===== src/nvbs_pkg.sv =====
package nvbs_pkg;

  localparam int TABLE_DEPTH = 1024;
  localparam int ADDR_W      = $clog2(TABLE_DEPTH);
  localparam int CNT_W       = $clog2(TABLE_DEPTH + 1);
  localparam int DATA_W      = 32;
  localparam int IDX_OUT_W   = 10;
  localparam int ACT_W       = 2;
  localparam int ST_W        = 2;

  localparam logic [ACT_W-1:0] ACT_LOAD  = 2'd0;
  localparam logic [ACT_W-1:0] ACT_QUERY = 2'd1;
  localparam logic [ACT_W-1:0] ACT_CLEAR = 2'd2;

  localparam logic [ST_W-1:0] ST_OK    = 2'd0;
  localparam logic [ST_W-1:0] ST_EMPTY = 2'd1;
  localparam logic [ST_W-1:0] ST_FULL  = 2'd2;

  typedef struct packed {
    logic              we;
    logic [ADDR_W-1:0] addr;
    logic [DATA_W-1:0] wdata;
  } mem_req_t;

  typedef struct packed {
    logic [IDX_OUT_W-1:0] index;
    logic [DATA_W-1:0]    value;
    logic [ST_W-1:0]      status;
  } result_t;

endpackage


===== src/nvbs_ctrl.sv =====
module nvbs_ctrl (
  input  logic                          clk,
  input  logic                          rst_n,
  input  logic                          in_valid,
  output logic                          in_ready,
  input  logic [nvbs_pkg::ACT_W-1:0]    in_action,
  input  logic [nvbs_pkg::DATA_W-1:0]   in_value,
  output nvbs_pkg::mem_req_t            ram_req,
  input  logic [nvbs_pkg::DATA_W-1:0]   ram_rdata,
  output logic                          res_valid,
  input  logic                          res_ready,
  output nvbs_pkg::result_t             res
);

  localparam int ADDR_W = nvbs_pkg::ADDR_W;
  localparam int CNT_W  = nvbs_pkg::CNT_W;
  localparam int DATA_W = nvbs_pkg::DATA_W;

  localparam logic [2:0] S_IDLE  = 3'd0;
  localparam logic [2:0] S_FIRST = 3'd1;
  localparam logic [2:0] S_LAST  = 3'd2;
  localparam logic [2:0] S_PROBE = 3'd3;
  localparam logic [2:0] S_UP    = 3'd4;
  localparam logic [2:0] S_DOWN  = 3'd5;
  localparam logic [2:0] S_DONE  = 3'd6;

  logic [2:0]        state_r, state_nxt;
  logic [CNT_W-1:0]  cnt_r, cnt_nxt;
  logic [DATA_W-1:0] v_r, v_nxt;
  // lo and hi+1 of the search window; hi+1 stays unsigned since hi may reach -1.
  logic [CNT_W-1:0]  lo_r, lo_nxt;
  logic [CNT_W-1:0]  hp_r, hp_nxt;
  logic [ADDR_W-1:0] mid_r, mid_nxt;
  logic [ADDR_W-1:0] li_r, li_nxt;
  logic [ADDR_W-1:0] hj_r, hj_nxt;
  logic [DATA_W-1:0] upv_r, upv_nxt;
  logic [DATA_W:0]   gap_r, gap_nxt;
  nvbs_pkg::result_t res_r, res_nxt;

  logic [CNT_W-1:0]  last_cnt;
  logic [ADDR_W-1:0] last_a;
  logic [CNT_W-1:0]  plo, php;
  logic [CNT_W:0]    psum;
  logic [DATA_W:0]   down_gap;
  logic              accept;

  assign last_cnt = cnt_r - CNT_W'(1);
  assign last_a   = last_cnt[ADDR_W-1:0];
  assign accept   = in_valid && (state_r == S_IDLE);
  assign in_ready = (state_r == S_IDLE);
  assign res_valid = (state_r == S_DONE);
  assign res = res_r;

  always_comb begin
    state_nxt = state_r;
    cnt_nxt   = cnt_r;
    v_nxt     = v_r;
    lo_nxt    = lo_r;
    hp_nxt    = hp_r;
    mid_nxt   = mid_r;
    li_nxt    = li_r;
    hj_nxt    = hj_r;
    upv_nxt   = upv_r;
    gap_nxt   = gap_r;
    res_nxt   = res_r;
    ram_req   = '0;
    plo       = lo_r;
    php       = hp_r;
    psum      = '0;
    down_gap  = '0;

    case (state_r)
      S_IDLE: begin
        if (accept) begin
          res_nxt   = '0;
          v_nxt     = in_value;
          state_nxt = S_DONE;
          case (in_action)
            nvbs_pkg::ACT_LOAD: begin
              if (cnt_r < CNT_W'(nvbs_pkg::TABLE_DEPTH)) begin
                ram_req.we    = 1'b1;
                ram_req.addr  = cnt_r[ADDR_W-1:0];
                ram_req.wdata = in_value;
                cnt_nxt       = cnt_r + CNT_W'(1);
              end else begin
                res_nxt.status = nvbs_pkg::ST_FULL;
              end
            end
            nvbs_pkg::ACT_QUERY: begin
              if (cnt_r == '0) begin
                res_nxt.status = nvbs_pkg::ST_EMPTY;
              end else begin
                ram_req.addr = '0;
                state_nxt    = S_FIRST;
              end
            end
            nvbs_pkg::ACT_CLEAR: begin
              cnt_nxt = '0;
            end
            default: begin
            end
          endcase
        end
      end

      S_FIRST: begin
        if (v_r < ram_rdata) begin
          res_nxt.index = '0;
          res_nxt.value = ram_rdata;
          state_nxt     = S_DONE;
        end else begin
          ram_req.addr = last_a;
          state_nxt    = S_LAST;
        end
      end

      S_LAST: begin
        if (v_r > ram_rdata) begin
          res_nxt.index = nvbs_pkg::IDX_OUT_W'(last_a);
          res_nxt.value = ram_rdata;
          state_nxt     = S_DONE;
        end else begin
          lo_nxt       = '0;
          hp_nxt       = cnt_r;
          psum         = (CNT_W+1)'(last_cnt);
          mid_nxt      = psum[ADDR_W:1];
          ram_req.addr = psum[ADDR_W:1];
          state_nxt    = S_PROBE;
        end
      end

      S_PROBE: begin
        if (v_r == ram_rdata) begin
          res_nxt.index = nvbs_pkg::IDX_OUT_W'(mid_r);
          res_nxt.value = ram_rdata;
          state_nxt     = S_DONE;
        end else begin
          if (v_r < ram_rdata) begin
            plo = lo_r;
            php = CNT_W'(mid_r);
          end else begin
            plo = CNT_W'(mid_r) + CNT_W'(1);
            php = hp_r;
          end
          lo_nxt = plo;
          hp_nxt = php;
          if (plo < php) begin
            psum         = (CNT_W+1)'(plo) + (CNT_W+1)'(php) - (CNT_W+1)'(1);
            mid_nxt      = psum[ADDR_W:1];
            ram_req.addr = psum[ADDR_W:1];
          end else begin
            // Window closed: fetch both neighbors, clamped to the filled range.
            li_nxt       = (plo >= cnt_r) ? last_a : plo[ADDR_W-1:0];
            hj_nxt       = (php == '0) ? '0 : ADDR_W'(php - CNT_W'(1));
            ram_req.addr = (plo >= cnt_r) ? last_a : plo[ADDR_W-1:0];
            state_nxt    = S_UP;
          end
        end
      end

      S_UP: begin
        upv_nxt      = ram_rdata;
        gap_nxt      = {1'b0, ram_rdata} - {1'b0, v_r};
        ram_req.addr = hj_r;
        state_nxt    = S_DOWN;
      end

      S_DOWN: begin
        down_gap = {1'b0, v_r} - {1'b0, ram_rdata};
        if ($signed(gap_r) < $signed(down_gap)) begin
          res_nxt.index = nvbs_pkg::IDX_OUT_W'(li_r);
          res_nxt.value = upv_r;
        end else begin
          res_nxt.index = nvbs_pkg::IDX_OUT_W'(hj_r);
          res_nxt.value = ram_rdata;
        end
        res_nxt.status = nvbs_pkg::ST_OK;
        state_nxt      = S_DONE;
      end

      S_DONE: begin
        if (res_ready) begin
          state_nxt = S_IDLE;
        end
      end

      default: begin
        state_nxt = S_IDLE;
      end
    endcase
  end

  always_ff @(posedge clk) begin
    if (!rst_n) begin
      state_r <= S_IDLE;
      cnt_r   <= '0;
    end else begin
      state_r <= state_nxt;
      cnt_r   <= cnt_nxt;
    end
    v_r   <= v_nxt;
    lo_r  <= lo_nxt;
    hp_r  <= hp_nxt;
    mid_r <= mid_nxt;
    li_r  <= li_nxt;
    hj_r  <= hj_nxt;
    upv_r <= upv_nxt;
    gap_r <= gap_nxt;
    res_r <= res_nxt;
  end

endmodule


===== config.mk =====
export PLATFORM = sky130hd
export DESIGN_NAME = nvbs_ctrl
export DESIGN_NICKNAME = d
export VERILOG_FILES = /design/src/nvbs_pkg.sv /design/src/nvbs_ctrl.sv
export SDC_FILE = /design/constraint.sdc
export NUM_CORES = 1
export LEC_CHECK = 0
export BUFFER_PORTS_ARGS = -buffer_cell sky130_fd_sc_hd__buf_2
export CAP_MARGIN = 40
export CORE_ASPECT_RATIO = 1.75
export CORE_MARGIN = 4
export CORE_UTILIZATION = 35
export CTS_BUF_LIST = sky130_fd_sc_hd__clkbuf_16
export CTS_CLUSTER_DIAMETER = 120
export CTS_CLUSTER_SIZE = 12
export DETAILED_ROUTE_END_ITERATION = 10
export GPL_TIMING_DRIVEN = 0
export HOLD_SLACK_MARGIN = 0.03
export PLACE_DENSITY = 0.5
export SLEW_MARGIN = 0
export SYNTH_ARGS = -nofsm -noshare
export SYNTH_HDL_FRONTEND = slang
export SYNTH_SLANG_ARGS = --single-unit

===== constraint.sdc =====
create_clock -name clk -period 6.1 [get_ports clk]
set_input_delay 0.61 -clock clk [delete_from_list [all_inputs] [get_ports clk]]
set_output_delay 0.61 -clock clk [all_outputs]
set_load 0.1 [all_outputs]

* Word level (Yosys, flattened, before mapping)
Index checks and enable logic that the tools add are counted.
W data, S select, Z words.
** Operators by class
- Add/subtract/negate cells :: 8
- Magnitude comparators :: 6
- Equal/unequal tests :: 19
- Muxes and demuxes :: 50
- Bitwise logic cells :: 2
- Reduce and logical (&&, ||, !) cells :: 17
** Operator list (number)
- $pmux W42 S5 :: 1
- $mux W42 :: 4
- $mux W11 :: 11
- $mux W10 :: 9
- $mux W43 :: 2
- $pmux W11 S2 :: 3
- $sub A32 B32 Y33 :: 2
- $mux W32 :: 2
- $pmux W10 S5 :: 1
- $mux W44 :: 1
- $lt A33 B33 Y1 :: 1
- $eq A32 B32 Y1 :: 1
- $gt A32 B32 Y1 :: 1
- $lt A32 B32 Y1 :: 1
- $mux W3 :: 8
- $logic_not A11 Y1 :: 2
- $sub A11 B1 Y11 const B :: 2
- $pmux W3 S7 :: 1
- $pmux W10 S2 :: 1
- $ne A2 B2 Y1 const B :: 7
- $add A10 B1 Y11 const B :: 1
- $add A11 B1 Y11 const B :: 1
- $add A11 B11 Y11 :: 1
- $ge A11 B11 Y1 :: 1
- other kinds (23) :: 37
** Storage, ports and cells
- Register bits after elaboration :: 207
- Bits of input ports :: 70
- Output and inout port bits :: 89

* Logic depth before layout (Yosys ltp)
- Word-level depth :: 9
- Gate-level depth with buffers :: 26

* Worst setup path before layout
OpenSTA, ideal clock, no wires.
- Path kind :: in2out
- Start point :: input port ram_rdata[16] in the netlist's numbering
- End point :: output port ram_req[38] in the netlist's numbering
- Arrival :: 6.367 ns
- Data required time :: 5.490 ns
- Setup slack :: -0.877 ns
- Cell stages on the path :: 25
- Path buffers :: 4
- Cells stage by stage :: inv_1 -> ha_1 -> a21oi_2 -> o21ai_1 -> a221o_1 -> a211o_1 -> nor2_4 -> buf_2 -> clkbuf_1 -> nand2_1 -> o21ai_0 -> inv_1 -> ha_1 -> a21o_1 -> a21o_1 -> a21o_1 -> a21o_1 -> a211oi_1 -> o21ai_0 -> o21ba_1 -> buf_2 -> buf_6 -> mux2i_1 -> inv_1 -> o221ai_1
** RTL lines
- start: declaration :: RTL line nvbs_ctrl.sv:9 : input logic [nvbs_pkg::DATA_W-1:0] ram_rdata,
- end: declaration :: RTL line nvbs_ctrl.sv:8 : output nvbs_pkg::mem_req_t ram_req,

==> run metrics <==
Hold Buf Count CTS 0; layout cells sized above 1 0.253; Slowest-stage cell, CP nor3_2; DRT Pass-1 Iters 6; RD Place Congestion ~0.93; cell breakdown of the critical path ha_4 -> buf_6 -> a21oi_2 -> a21oi_2 -> o311a_4 -> o2111a_2 -> nor2_4 -> buf_8 -> clkbuf_16 -> buf_4 -> nand2_1 -> o21ai_2 -> ha_1 -> and4_4 -> buf_4 -> o2111ai_1 -> o311a_1 -> o311ai_4 -> nor3_2 -> buf_6 -> a221o_1 -> buf_12; Die Area between 40000 and 50000 um2; top_reg_cell synth edfxtp_1; Setup crit start kind flop; Yosys Warn Count 0; number of buffers created by CTS 21; GRT Residual Overflow 0; relative slew slack 0.385; max-cap violation count 0; CTS Sinks approximately 210; Yosys reg bits between 200 and 250; WL per Instance 25.6 um; maximum vdd ir drop 0.473 mV; library cells used by synthesis 75; Finished Core Util 0.449; crit-path max cell delay about 0.53 ns; post-DP HPWL between 40000 and 50000 um; min cycle time layout 6.23 ns; CP startpoint v_r[3]; EDFF count, synth roughly 190; Pins Over Slew Limit 0; ANT cells 0; DR vias/cell 5.57; Setup WS pre-CTS -1.61 ns; largest net degree at the start of global routing 42; CTS tree done; arrival time worst endpoint 5.62 ns; Post-Synth Simple-Gate Area 0.153; Initial Util 0.353; FFs w/ async S/R, synth 0; Post-Syn Area between 15000 and 20000 um2; Layout Cells excl Fill 2459; die height 284 um; Post-Synthesis Cells about 1600; Final Hold Fails 0; Post-DP Area around 17000 um2; post-synthesis compound-gate area fraction 0.177; main combinational cell family by area after synthesis compound AO/OA/AOI/OAI gates; post-synthesis mux area share 0.0448; Cells after DPL ~2400; CP max FO 10; port buffer count between 150 and 200; Antenna Violating Nets Remaining 0; hold wc startpoint in_value[9]; vias in the first global route 14200; Adder-Cell Fraction of Synth Area 0.113; Clock Latency Late Sink around 0.55 ns; Clock Skews around 0.026 ns; RSZ-0062 raised after global routing yes; Total Routing Usage GR 0.257; failing checks setup timing; Post-Syn Nets 1812; Hold Crit Class input pin to flop; detailed-route via count roughly 14000; Critical R2R Launch v_r[0]; first-pass GRT wire length slightly above 90000 um; Worst Path Required between 5 and 6 ns; Least-Margin Pin Slew 0.922 ns; routed wire length roughly 63000 um; WHS roughly 0.25 ns; DR DRC count 0; Syn Area/Cell ~9.5 um2; CTS clk-pin slew, worst paths approximately 0.07 ns; WS Path Type flop to output pin; final setup vio count 9; violation count after the first detailed-route iteration roughly 890; I/O pin total between 150 and 200; Clock Tree Buf Depth 3; H-Tree Depth 1; period utilization 1.02; CP Capture Type output pin; Cell Rows a little over 100; Final WS setup -0.128 ns; leakage slightly below 0.008 uW; Die Span X roughly 170 um; run status finished, violations left; Power Density roughly 580 nW/um2; CTS root buf clkbuf_16; f_max around 160 MHz; initial antenna violation count 0; core footprint about 43000 um2; fin nets between 2000 and 2500; area grow syn2layout 27.2%; R2R Setup Slk between 0.2 and 0.25 ns; XOR/XNOR share of the synthesized area 0.0580; sequential area share after synthesis 0.398; final instance area 19400 um2
[power breakdown]
part | total (uW) | leakage [uW] | switching [uW] | internal [uW]
registers | 2370 | 0.00191 | 181 | 2190
clock network | 1260 | 0.000349 | 629 | 628
logic | 7560 | 0.00560 | 5070 | 2500
total | 11200 | 0.00786 | 5880 | 5320
[critical path: cells and delay by family, from the launching register on]
| kind | cells | cell delay (ns) |
|---|---|---|
| AOI/OAI and AO/OA | 9 | 1.78 |
| adders and majority gates | 2 | 0.55 |
| buffers and inverters | 7 | 1.23 |
| DFF | 1 | 0.46 |
| and+or+nand+nor | 4 | 1.05 |
[cell usage in the layout, fill, tap and decap left out, types with 14 or more instances in the layout]
| master | netlist | final |
|---|---|---|
| and2_1 | 44 | 42 |
| ha_4 | 0 | 18 |
| buf_12 | 0 | 15 |
| inv_1 | 130 | 126 |
| mux2_2 | 34 | 33 |
| nor2_1 | 116 | 107 |
| nand2_1 | 120 | 115 |
| nor3_1 | 23 | 19 |
| buf_2 | 12 | 151 |
| nand4_1 | 18 | 18 |
| a21oi_1 | 124 | 103 |
| xor2_1 | 31 | 29 |
| inv_2 | 0 | 16 |
| o31ai_1 | 35 | 35 |
| o21ai_0 | 67 | 59 |
| o21a_1 | 16 | 16 |
| clkbuf_1 | 68 | 55 |
| buf_6 | 2 | 16 |
| buf_4 | 0 | 70 |
| and3_1 | 14 | 14 |
| nand3_1 | 26 | 25 |
| a21o_1 | 52 | 52 |
| dfxtp_1 | 14 | 14 |
| edfxtp_1 | 193 | 193 |
| a21oi_2 | 1 | 14 |
| clkbuf_16 | 0 | 22 |
| or3_1 | 38 | 38 |
| nand2b_1 | 18 | 18 |
| ha_1 | 128 | 106 |
| mux2i_1 | 30 | 20 |
| xnor2_1 | 70 | 69 |
[timing repair]
item,CTS,global route
setup buffers,49,24
resized for setup,173,37
gates cloned,4,0
setup endpoints to repair,73,50
pin swaps,55,46
[cell type report]
cell class | count | area (um2)
fillers | 4319 | 23800
multi-input cells | 1184 | 9220
flip-flops and latches | 207 | 6080
repair buffers | 247 | 1780
well taps | 566 | 708
inverters | 132 | 532
clock buffers | 21 | 526
plain buffers | 83 | 472
clock inverters | 17 | 76.3
repair inverters | 2 | 20.0
[synthesized netlist by cell type, types with 12 or more instances]
cell type / count / area share
nand2_1: 120 / 0.030
nor2b_1: 13 / 0.0053
and3_1: 14 / 0.0057
o21ai_0: 67 / 0.022
inv_1: 130 / 0.032
a31oi_1: 13 / 0.0053
ha_1: 128 / 0.10
nand3_1: 26 / 0.0085
mux2i_1: 30 / 0.020
xor2_1: 31 / 0.018
nand2b_1: 18 / 0.0074
and2_1: 44 / 0.018
buf_2: 12 / 0.0039
nor3_1: 23 / 0.0075
or3_1: 38 / 0.016
o31ai_1: 35 / 0.017
dfxtp_1: 14 / 0.018
o21a_1: 16 / 0.0079
nand4_1: 18 / 0.0074
o22ai_1: 12 / 0.0049
a21oi_1: 124 / 0.041
clkbuf_1: 68 / 0.017
mux2_2: 34 / 0.025
nor2_1: 116 / 0.029
a21o_1: 52 / 0.026
xnor2_1: 70 / 0.040
edfxtp_1: 193 / 0.38
[per-layer routing]
metal	track usage	up-vias	wire length [um]
met1	0.238	6643	20200
li1	-	6356	-
met2	0.511	501	35100
met5	0	-	0
met4	0.176	0	5270
met3	0.0280	197	2470
[kinds of logic after synthesis]
family / count (synthesis)
AOI/OAI and AO/OA: 414
xor gates and xnor gates: 101
adders and majority gates: 138
buffers and inverters: 220
DFF: 207
muxes: 64
and+or+nand+nor: 467
[state kept, by name (all words and copies together), names as in the netlist, 11 cells and up]
register	cells
cnt_r	11
lo_r	11
gap_r	33
res	44
v_r	32
upv_r	32
hp_r	11
[stage by stage]
| stage | TNS (ns) | power [uW] |
|---|---|---|
| 5_1_grt | -2.14 | 11700 |
| 3_5_place_dp | -72.11 | 8930 |
| 6_report | -0.962 | 11200 |
| 3_3_place_gp | -233.73 | 8780 |
| 2_1_floorplan | -0.316 | 6980 |
| 4_1_cts | -1.30 | 11000 |
[final timing paths]
path,endpoint,depth (start not counted)
max,ram_req[32],22
min,v_r[9],1
max reg2reg,res[32],24
min reg2reg,cnt_r[10],2
Power figures use the tool's default switching activity.
